### config.mk
export PLATFORM = sky130hd
export DESIGN_NAME = ceim_seq
export DESIGN_NICKNAME = d
export VERILOG_FILES = /design/src/sv/ceim_pkg.sv /design/src/sv/ceim_seq.sv
export SDC_FILE = /design/constraint.sdc
export NUM_CORES = 1
export LEC_CHECK = 0
export BUFFER_PORTS_ARGS = -buffer_cell sky130_fd_sc_hd__buf_2
export CAP_MARGIN = 20
export CORE_UTILIZATION = 40
export DETAILED_ROUTE_END_ITERATION = 8
export SYNTH_ARGS = -nofsm -noshare
export SYNTH_HDL_FRONTEND = slang
export SYNTH_SLANG_ARGS = --single-unit
### constraint.sdc
create_clock -name i_clk -period 7.1 [get_ports i_clk]
set_input_delay 0 -clock i_clk [delete_from_list [all_inputs] [get_ports i_clk]]
set_output_delay 0 -clock i_clk [all_outputs]
set_load 0.1 [all_outputs]
### src/sv/ceim_pkg.sv
// ----------------------------------------------------------------------------
// ceim_pkg: shared types for the control error integral metrics block
// Microcode word layout, sequencer status, item kinds, widths and addresses.
// ----------------------------------------------------------------------------
package ceim_pkg;

    localparam int unsigned IN_DATA_W  = 136;
    localparam int unsigned IN_USER_W  = 2;
    localparam int unsigned OUT_DATA_W = 464;
    localparam int unsigned OUT_USER_W = 1;
    localparam int unsigned ADDR_W     = 3;
    localparam int unsigned APB_DATA_W = 32;

    localparam logic [ADDR_W-1:0] ADDR_STEP_TIME = 3'd0;
    localparam logic [15:0]       STEP_TIME_RST  = 16'd1311;

    // Microprogram addresses.
    localparam int unsigned PC_W = 5;
    typedef logic [PC_W-1:0] t_pc;

    localparam t_pc S_FETCH = 5'd0;
    localparam t_pc S_SMP   = 5'd1;   // sixteen steps per channel
    localparam t_pc S_EPREP = 5'd17;
    localparam t_pc S_EMIT0 = 5'd18;
    localparam t_pc S_EMIT1 = 5'd19;
    localparam t_pc S_CLR   = 5'd20;
    localparam t_pc S_TACK  = 5'd21;

    typedef enum logic [1:0] {
        KIND_SAMPLE = 2'd0,
        KIND_CLEAR  = 2'd1,
        KIND_TACK   = 2'd2
    } t_kind;

    typedef enum logic [2:0] {
        A_AE, A_PROD, A_ATERM, A_STERM_LO, A_STERM_HI, A_DC, A_IAE_LO, A_IAE_HI
    } t_asel;

    typedef enum logic [2:0] {
        B_DT, B_AE, B_T, B_EN, B_IADC_LO, B_IADC_HI
    } t_bsel;

    typedef enum logic [1:0] {
        ACC_NONE, ACC_LOAD, ACC_ADD
    } t_accop;

    typedef enum logic [3:0] {
        D_NONE, D_IAE, D_ISE, D_ITAE, D_ITSE, D_IADC, D_EPROD, D_FPROD, D_CLEAR, D_TACK
    } t_dst;

    typedef enum logic [1:0] {
        CH_KEEP, CH_CLR, CH_SET
    } t_chop;

    typedef enum logic [1:0] {
        J_NEXT, J_DISPATCH, J_GOTO, J_CH0
    } t_jmp;

    typedef struct packed {
        t_asel      a_sel;
        t_bsel      b_sel;
        t_accop     acc_op;
        logic [1:0] acc_word;
        t_dst       dst;
        t_chop      ch_op;
        t_jmp       jmp;
        logic       emit;
        t_pc        target;
    } t_ctl;

    typedef struct packed {
        logic                 in_valid;
        logic [IN_USER_W-1:0] in_kind;
        logic                 out_free;
        logic                 ch;
    } t_stat;

endpackage

### src/sv/ceim_seq.sv
// ----------------------------------------------------------------------------
// ceim_seq: microcode sequencer
// Step counter, control store and jump logic that drive the metrics datapath.
// ----------------------------------------------------------------------------
module ceim_seq (
    input  logic           i_clk,
    input  logic           i_rst_n,
    input  ceim_pkg::t_stat i_stat,
    output ceim_pkg::t_ctl  o_ctl
);
    import ceim_pkg::*;

    function automatic t_ctl uop(t_asel a, t_bsel b, t_accop op, logic [1:0] w,
                                 t_dst d, t_chop c, t_jmp j, logic e, t_pc tgt);
        t_ctl u;
        u.a_sel    = a;
        u.b_sel    = b;
        u.acc_op   = op;
        u.acc_word = w;
        u.dst      = d;
        u.ch_op    = c;
        u.jmp      = j;
        u.emit     = e;
        u.target   = tgt;
        return u;
    endfunction

    // The multiplier registers its product, so each step consumes the product
    // requested by the step before it.
    function automatic t_ctl rom(t_pc pc);
        t_ctl u;
        case (pc)
            S_FETCH:         u = uop(A_AE, B_DT, ACC_NONE, 2'd0, D_NONE, CH_CLR,
                                     J_DISPATCH, 1'b0, S_FETCH);
            S_SMP:           u = uop(A_AE, B_DT, ACC_NONE, 2'd0, D_NONE, CH_KEEP,
                                     J_NEXT, 1'b0, S_FETCH);
            S_SMP + 5'd1:    u = uop(A_AE, B_AE, ACC_NONE, 2'd0, D_IAE, CH_KEEP,
                                     J_NEXT, 1'b0, S_FETCH);
            S_SMP + 5'd2:    u = uop(A_PROD, B_DT, ACC_NONE, 2'd0, D_NONE, CH_KEEP,
                                     J_NEXT, 1'b0, S_FETCH);
            S_SMP + 5'd3:    u = uop(A_ATERM, B_T, ACC_NONE, 2'd0, D_ISE, CH_KEEP,
                                     J_NEXT, 1'b0, S_FETCH);
            S_SMP + 5'd4:    u = uop(A_STERM_LO, B_T, ACC_NONE, 2'd0, D_ITAE, CH_KEEP,
                                     J_NEXT, 1'b0, S_FETCH);
            S_SMP + 5'd5:    u = uop(A_STERM_HI, B_T, ACC_LOAD, 2'd0, D_NONE, CH_KEEP,
                                     J_NEXT, 1'b0, S_FETCH);
            S_SMP + 5'd6:    u = uop(A_DC, B_DT, ACC_ADD, 2'd1, D_NONE, CH_KEEP,
                                     J_NEXT, 1'b0, S_FETCH);
            S_SMP + 5'd7:    u = uop(A_AE, B_DT, ACC_NONE, 2'd0, D_IADC, CH_KEEP,
                                     J_NEXT, 1'b0, S_FETCH);
            S_SMP + 5'd8:    u = uop(A_IAE_LO, B_EN, ACC_NONE, 2'd0, D_ITSE, CH_KEEP,
                                     J_NEXT, 1'b0, S_FETCH);
            S_SMP + 5'd9:    u = uop(A_IAE_HI, B_EN, ACC_LOAD, 2'd0, D_NONE, CH_KEEP,
                                     J_NEXT, 1'b0, S_FETCH);
            S_SMP + 5'd10:   u = uop(A_IAE_LO, B_IADC_LO, ACC_ADD, 2'd1, D_NONE, CH_KEEP,
                                     J_NEXT, 1'b0, S_FETCH);
            S_SMP + 5'd11:   u = uop(A_IAE_LO, B_IADC_HI, ACC_LOAD, 2'd0, D_EPROD, CH_KEEP,
                                     J_NEXT, 1'b0, S_FETCH);
            S_SMP + 5'd12:   u = uop(A_IAE_HI, B_IADC_LO, ACC_ADD, 2'd1, D_NONE, CH_KEEP,
                                     J_NEXT, 1'b0, S_FETCH);
            S_SMP + 5'd13:   u = uop(A_IAE_HI, B_IADC_HI, ACC_ADD, 2'd1, D_NONE, CH_KEEP,
                                     J_NEXT, 1'b0, S_FETCH);
            S_SMP + 5'd14:   u = uop(A_AE, B_DT, ACC_ADD, 2'd2, D_NONE, CH_KEEP,
                                     J_NEXT, 1'b0, S_FETCH);
            S_SMP + 5'd15:   u = uop(A_AE, B_DT, ACC_NONE, 2'd0, D_FPROD, CH_SET,
                                     J_CH0, 1'b0, S_SMP);
            S_EPREP:         u = uop(A_AE, B_DT, ACC_NONE, 2'd0, D_NONE, CH_CLR,
                                     J_NEXT, 1'b0, S_FETCH);
            S_EMIT0:         u = uop(A_AE, B_DT, ACC_NONE, 2'd0, D_NONE, CH_SET,
                                     J_NEXT, 1'b1, S_FETCH);
            S_EMIT1:         u = uop(A_AE, B_DT, ACC_NONE, 2'd0, D_NONE, CH_KEEP,
                                     J_GOTO, 1'b1, S_FETCH);
            S_CLR:           u = uop(A_AE, B_DT, ACC_NONE, 2'd0, D_CLEAR, CH_KEEP,
                                     J_GOTO, 1'b0, S_EMIT0);
            S_TACK:          u = uop(A_AE, B_DT, ACC_NONE, 2'd0, D_TACK, CH_KEEP,
                                     J_GOTO, 1'b0, S_EMIT0);
            default:         u = uop(A_AE, B_DT, ACC_NONE, 2'd0, D_NONE, CH_KEEP,
                                     J_GOTO, 1'b0, S_FETCH);
        endcase
        return u;
    endfunction

    t_pc  r_pc;
    t_pc  n_pc;
    t_ctl w_ctl;

    assign w_ctl = rom(r_pc);
    assign o_ctl = w_ctl;

    always_comb begin
        n_pc = r_pc + 5'd1;
        case (w_ctl.jmp)
            J_NEXT: begin
                n_pc = r_pc + 5'd1;
            end
            J_DISPATCH: begin
                if (i_stat.in_valid) begin
                    case (t_kind'(i_stat.in_kind))
                        KIND_SAMPLE: n_pc = S_SMP;
                        KIND_CLEAR:  n_pc = S_CLR;
                        KIND_TACK:   n_pc = S_TACK;
                        default:     n_pc = S_EMIT0;
                    endcase
                end else begin
                    n_pc = r_pc;
                end
            end
            J_GOTO: begin
                n_pc = w_ctl.target;
            end
            J_CH0: begin
                if (!i_stat.ch) begin
                    n_pc = w_ctl.target;
                end
            end
            default: begin
                n_pc = S_FETCH;
            end
        endcase
        // A result step holds until the output register can take the result.
        if (w_ctl.emit && !i_stat.out_free) begin
            n_pc = r_pc;
        end
    end

    always_ff @(posedge i_clk) begin
        if (!i_rst_n) begin
            r_pc <= S_FETCH;
        end else begin
            r_pc <= n_pc;
        end
    end

endmodule

Word level (Yosys, flattened, before mapping)
Memories as Yosys holds them, arrays and structs flattened. A register that Yosys moved wholly into a read port is not among the register bits.
Cells that the tools add are included.
{"block": "totals", "regBits": 5, "mem_bits_ro": 704, "input_bits": 7, "output_inout_bits": 24, "elab_cells": 21, "mem_count": 1}
{"block": "classes", "n_addsub": 1, "eq_ne": 6, "mux": 6, "bitwise_logic": 1, "n_reduce_logical": 5}
{"memory": "(no name shown)", "words": 32, "word_bits": 22, "rd": 1, "rd_clocked_by_memory_dff": 1, "write_ports": 0, "line_no": "ceim_seq.sv:32", "rtl": "case (pc)"}
{"operator": "5-bit two-way mux", "count": 4}
{"operator": "5-bit case mux with 4 select lines", "count": 1}
{"operator": "5-bit case mux with 3 select lines", "count": 1}
{"operator": "2-bit equality test (second input constant)", "count": 3}
{"operator": "5-bit by 1-bit adder with 5-bit output (second input constant)", "count": 1}
{"operator": "2-bit by 1-bit equality test with 1-bit output (second input constant)", "count": 2}
{"operator": "2-bit logical NOT", "count": 2}
{"operator": "2-bit inequality test (second input constant)", "count": 1}
{"operator": "2-bit AND reduction", "count": 1}
{"operator": "1-bit logical AND", "count": 1}
{"operator": "1-bit logical NOT", "count": 1}
{"operator": "1-bit inverter", "count": 1}

Logic depth before layout (Yosys ltp)
{"block": "logic_depth", "depth_word": 6, "depth_mapped": 12, "mapped_depth_nobuf": 11}

Least setup slack after synthesis
No wires, ideal clock.
{"block": "synth_path", "path_kind": "register to register", "from": "register o_ctl[6] (netlist name)", "to": "register o_ctl[12] (netlist name)", "setup_ns": 0.059, "arrival_time_ns": 3.121, "setup_slack_ns": 3.921, "path_stages_with_launch": 11, "n_path_buf": 1, "period_less_slack_ns": 3.179, "cell_sequence": "dfxtp_1 or4b_2 nand3_1 o211ai_1 and2_1 inv_1 ha_1 clkbuf_1 a21oi_1 a2111oi_2 o21a_1"}
{"block": "synth_via", "elab_chain_len": 5, "elab_cells_between_ends": 9}
{"element": "2-bit by 1-bit equality test with 1-bit output", "line_no": "ceim_seq.sv:92", "rtl": "case (w_ctl.jmp)"}
{"element": "2-bit inequality test (no source line)"}
{"element": "2-bit AND reduction (no source line)"}
{"element": "5-bit two-way mux (no source line) * (2 in a row)"}
Mark *: on every way between the ends. The rest lies on a longest branch, timed or not.
A chain may end at the register's enable or synchronous reset.

Final worst setup path
{"block": "layout_path", "from": "register o_ctl[6] (netlist name)", "to": "register o_ctl[17] (netlist name)"}
{"block": "layout_via", "elab_chain_len": 5, "elab_cells_between_ends": 9}
{"element": "2-bit by 1-bit equality test with 1-bit output", "line_no": "ceim_seq.sv:92"}
{"element": "2-bit inequality test (no source line)"}
{"element": "2-bit AND reduction (no source line)"}
{"element": "5-bit two-way mux (no source line) * (2 in a row)"}
Marked as above.

==> results.md <==
* Final critical path time including I/O delays and setup at 2.912 ns
* Status: completed
* CTS Buf Count at 3
* Vias after detailed routing at 1285
* Slew at the pin closest to its max-slew limit at 0.7116 ns
* Via count of the first global-routing pass at 1273
* Element type at the critical path end: flop
* Post-Syn Area at 0.001501 mm²
* #FFs+latches synth at 25
* Weighted congestion reported at the end of routability-driven placement at 0.9241
* Initial antenna violation count at 0
* Violation count after the first detailed-route iteration at 61
* Mapped Cells at 162
* Worst reg-to-reg setup slack at 4.19 ns
* Routed wire per std cell at 15.06 µm
* TritonCTS clock tree: done
* Startpoint Class: flop
* Number of buffers added on ports at 28
* Standard cell with the maximum stage delay on the critical path: sky130_fd_sc_hd__nor2b_1
* Critical path's largest stage delay at 0.63 ns
* Vias/cell at 5.515
* Worst clock skew at 0.006907 ns
* Iteration count of the initial detailed-routing pass at 4
* Launch point of the critical path: o_ctl[6]$_DFF_P_
* Aggregate negative setup slack at 0 ns
* Critical path's top delay family: simple AND/OR/NAND/NOR gates
* Met2 global-route usage at 31.99%
* CTS clk-pin slew, worst paths at 0.09 ns
* Starting density of the core at 43.29%
* Root buffer cell: sky130_fd_sc_hd__clkbuf_8
* Met3 demand-to-capacity share in global routing at 2.899%
* Hold/Removal Path Class: in2reg
* Yosys warns at 0
* GRT Util Overall at 19.17%
* X dimension of the die at 63.27 µm
* Number of buffers inserted by post-CTS setup repair at 0
* Fraction of met1 tracks used by global routing at 24.67%
* Clock latency of the later-clocked register in the worst-skew pair at 0.27 ns
* Crit Path Class: reg2reg
* Maximum capacitance violations at 0
* Floorplan die height at 63.27 µm
* Number of hold buffers added after cts at 0
* Bufs on Longest Clock Path at 2
* Area share of the largest cell type after synthesis at 33.33%
* Fin nets at 205
* Drt drc at 0
* Leading post-synthesis cells by cell area: sky130_fd_sc_hd__dfxtp_1 33%, sky130_fd_sc_hd__ha_1 8.3%, sky130_fd_sc_hd__a21oi_1 3.7%
* Depth of the critical timing path with buffers and inverters included at 8
* Buffers and inverters on the worst path at 1
* Pin count of the biggest net entering global routing at 16
* DRT antenna net count at 0
* Standard cell core area at 0.003468 mm²
* Number of clock sinks seen by CTS at 25
* Critical R2R Capture: o_ctl[17]$_SDFF_PP0_
* Area growth from synthesis to final layout at 12.92%
* Setup-violating endpoint count in the final report at 0
* Cell-by-cell trace of the critical path: nor2b_1 -> nand3_1 -> o211ai_1 -> and2_1 -> inv_1 -> ha_1 -> or3_1 -> a21oi_1
* Data arrival, critical path at 3.12 ns
* GR Overflow Total at 0
* Boundary Pins at 31
* Hold Crit Depth at 2
* Placement Rows at 21
* Period utilisation layout at 41.02%
* Headroom to the max-slew limit at 52.46%
* HPWL after detailed placement at 2.701 mm
* H-tree level count at 1
* Critical path destination: o_ctl[17]$_SDFF_PP0_
* Fmax at 0.3434 GHz
* Synth unique cells at 55
* Average size of a mapped cell at 9.268 µm²
* Largest driver fanout on the critical path at 11
* First-pass GRT wire length at 6.009 mm
* Antenna diode count at 0
* Setup repair after global routing missed its margin: no
* Top cell type by total area after synthesis: sky130_fd_sc_hd__dfxtp_1
* Worst Reg2Reg Path Length in Cells at 8
* Post-CTS Resized at 0
* Ratio of cells with drive above 1 in the final layout at 25.67%
* Max-slew violation total from the final report at 0
* Endpoints failing hold at 0
* Die area at 0.004002 mm²
* Share of synthesized area occupied by flip-flops and latches at 33.33%
* Critical Path RT at 7.31 ns
* Number of fillers in the final layout at 351
* Worst reg2reg startpoint: o_ctl[6]$_DFF_P_
* Wire length reported by the detailed router at 3.509 mm
* GRT Max-Usage Layer: met2
## per-stage QoR
stage               setup WS, ns  hold slack [ns]  util, %  instance area (µm²)  cells
finish                     4.188          0.08310    48.88                 1695    233
detailed placement         4.268           0.3610    47.47                 1647    229
global route               3.963          0.08971    48.88                 1695    233
CTS                        4.250          0.07878    48.88                 1695    233
floorplan                  3.921           0.3919        -                 1505    163
global placement           4.292           0.3581    47.47                 1647    229
## metal layers
layer	vias up	wire, µm
met1	597	1658
met3	8	137
met4	0	68
met2	39	1646
met5	-	0
li1	641	-
## placed cells by master, fill, tap and decap left out, types with 4 or more instances in the layout
cell type and count:
sky130_fd_sc_hd__a21oi_1 11, sky130_fd_sc_hd__and2_1 5, sky130_fd_sc_hd__buf_2 28, sky130_fd_sc_hd__dfxtp_1 25
sky130_fd_sc_hd__ha_1 10, sky130_fd_sc_hd__inv_1 9, sky130_fd_sc_hd__mux2i_1 4, sky130_fd_sc_hd__nand2_1 8
sky130_fd_sc_hd__nand3_1 8, sky130_fd_sc_hd__nor2_1 7, sky130_fd_sc_hd__nor3_1 4, sky130_fd_sc_hd__o21ai_0 4
sky130_fd_sc_hd__o21ai_1 4
## layout make-up
class	instances	area (µm²)	share of cell area (%)
Multi-Input combinational cell	120	910.9	53.73
Timing Repair Buffer	28	140.1	8.266
Clock inverter	1	7.507	0.4428
Sequential cell	25	500.5	29.52
Inverter	10	37.54	2.214
Clock buffer	3	41.29	2.435
Tap cell	46	57.56	3.395
## cells by family after synthesis
family | share of synthesized area (%)
AO/OA/AOI/OAI | 27.58
adder cells (fa/ha/maj) | 8.333
buffers and inverters | 6.250
flip-flops | 33.33
multiplexers | 2.667
other | 0.2498
AND/OR/NAND/NOR | 21.58
## cells in the mapped netlist, drive strengths merged
cell and number:
nor4bb 1, nor4b 1, conb 1, a31oi 2
o31ai 2, clkbuf 2, and2 5, nor2 8
mux2i 4, nand4 1, o21a 4, a32o 1
a211oi 4, and4 1, o22ai 1, nand2b 1
o311ai 2, o21bai 1, or4b 1, ha 10
o21ai 8, a22o 2, dfxtp 25, nand2 9
nand4b 1, buf 6, a22oi 2, or3 1
nand3 8, and3 2, inv 10, or3b 1
a21o 2, a21oi 12, nor4 2, a211o 1
nor3 5, nor3b 3, o211ai 3, nor2b 2
a2111oi 1, o211a 1, a21boi 2
## sequential cells by signal, summed over array words and instances (netlist names)
name   flops
r_pc       5
o_ctl     20
## worst min-delay path by stage
stage,start,endpoint,slack (ns)
global placement,i_rst_n,o_ctl[12]$_DFF_P_,0.36
CTS,i_rst_n,o_ctl[12]$_DFF_P_,0.08
global route,i_rst_n,o_ctl[12]$_DFF_P_,0.09
finish,i_rst_n,o_ctl[12]$_DFF_P_,0.08
floorplan,i_rst_n,o_ctl[11]$_DFF_P_,0.39
detailed placement,i_rst_n,o_ctl[12]$_DFF_P_,0.36
Power is left out: the tool's default activity adds up to more than one toggle a clock period on the data nets, which glitch-free logic cannot reach.
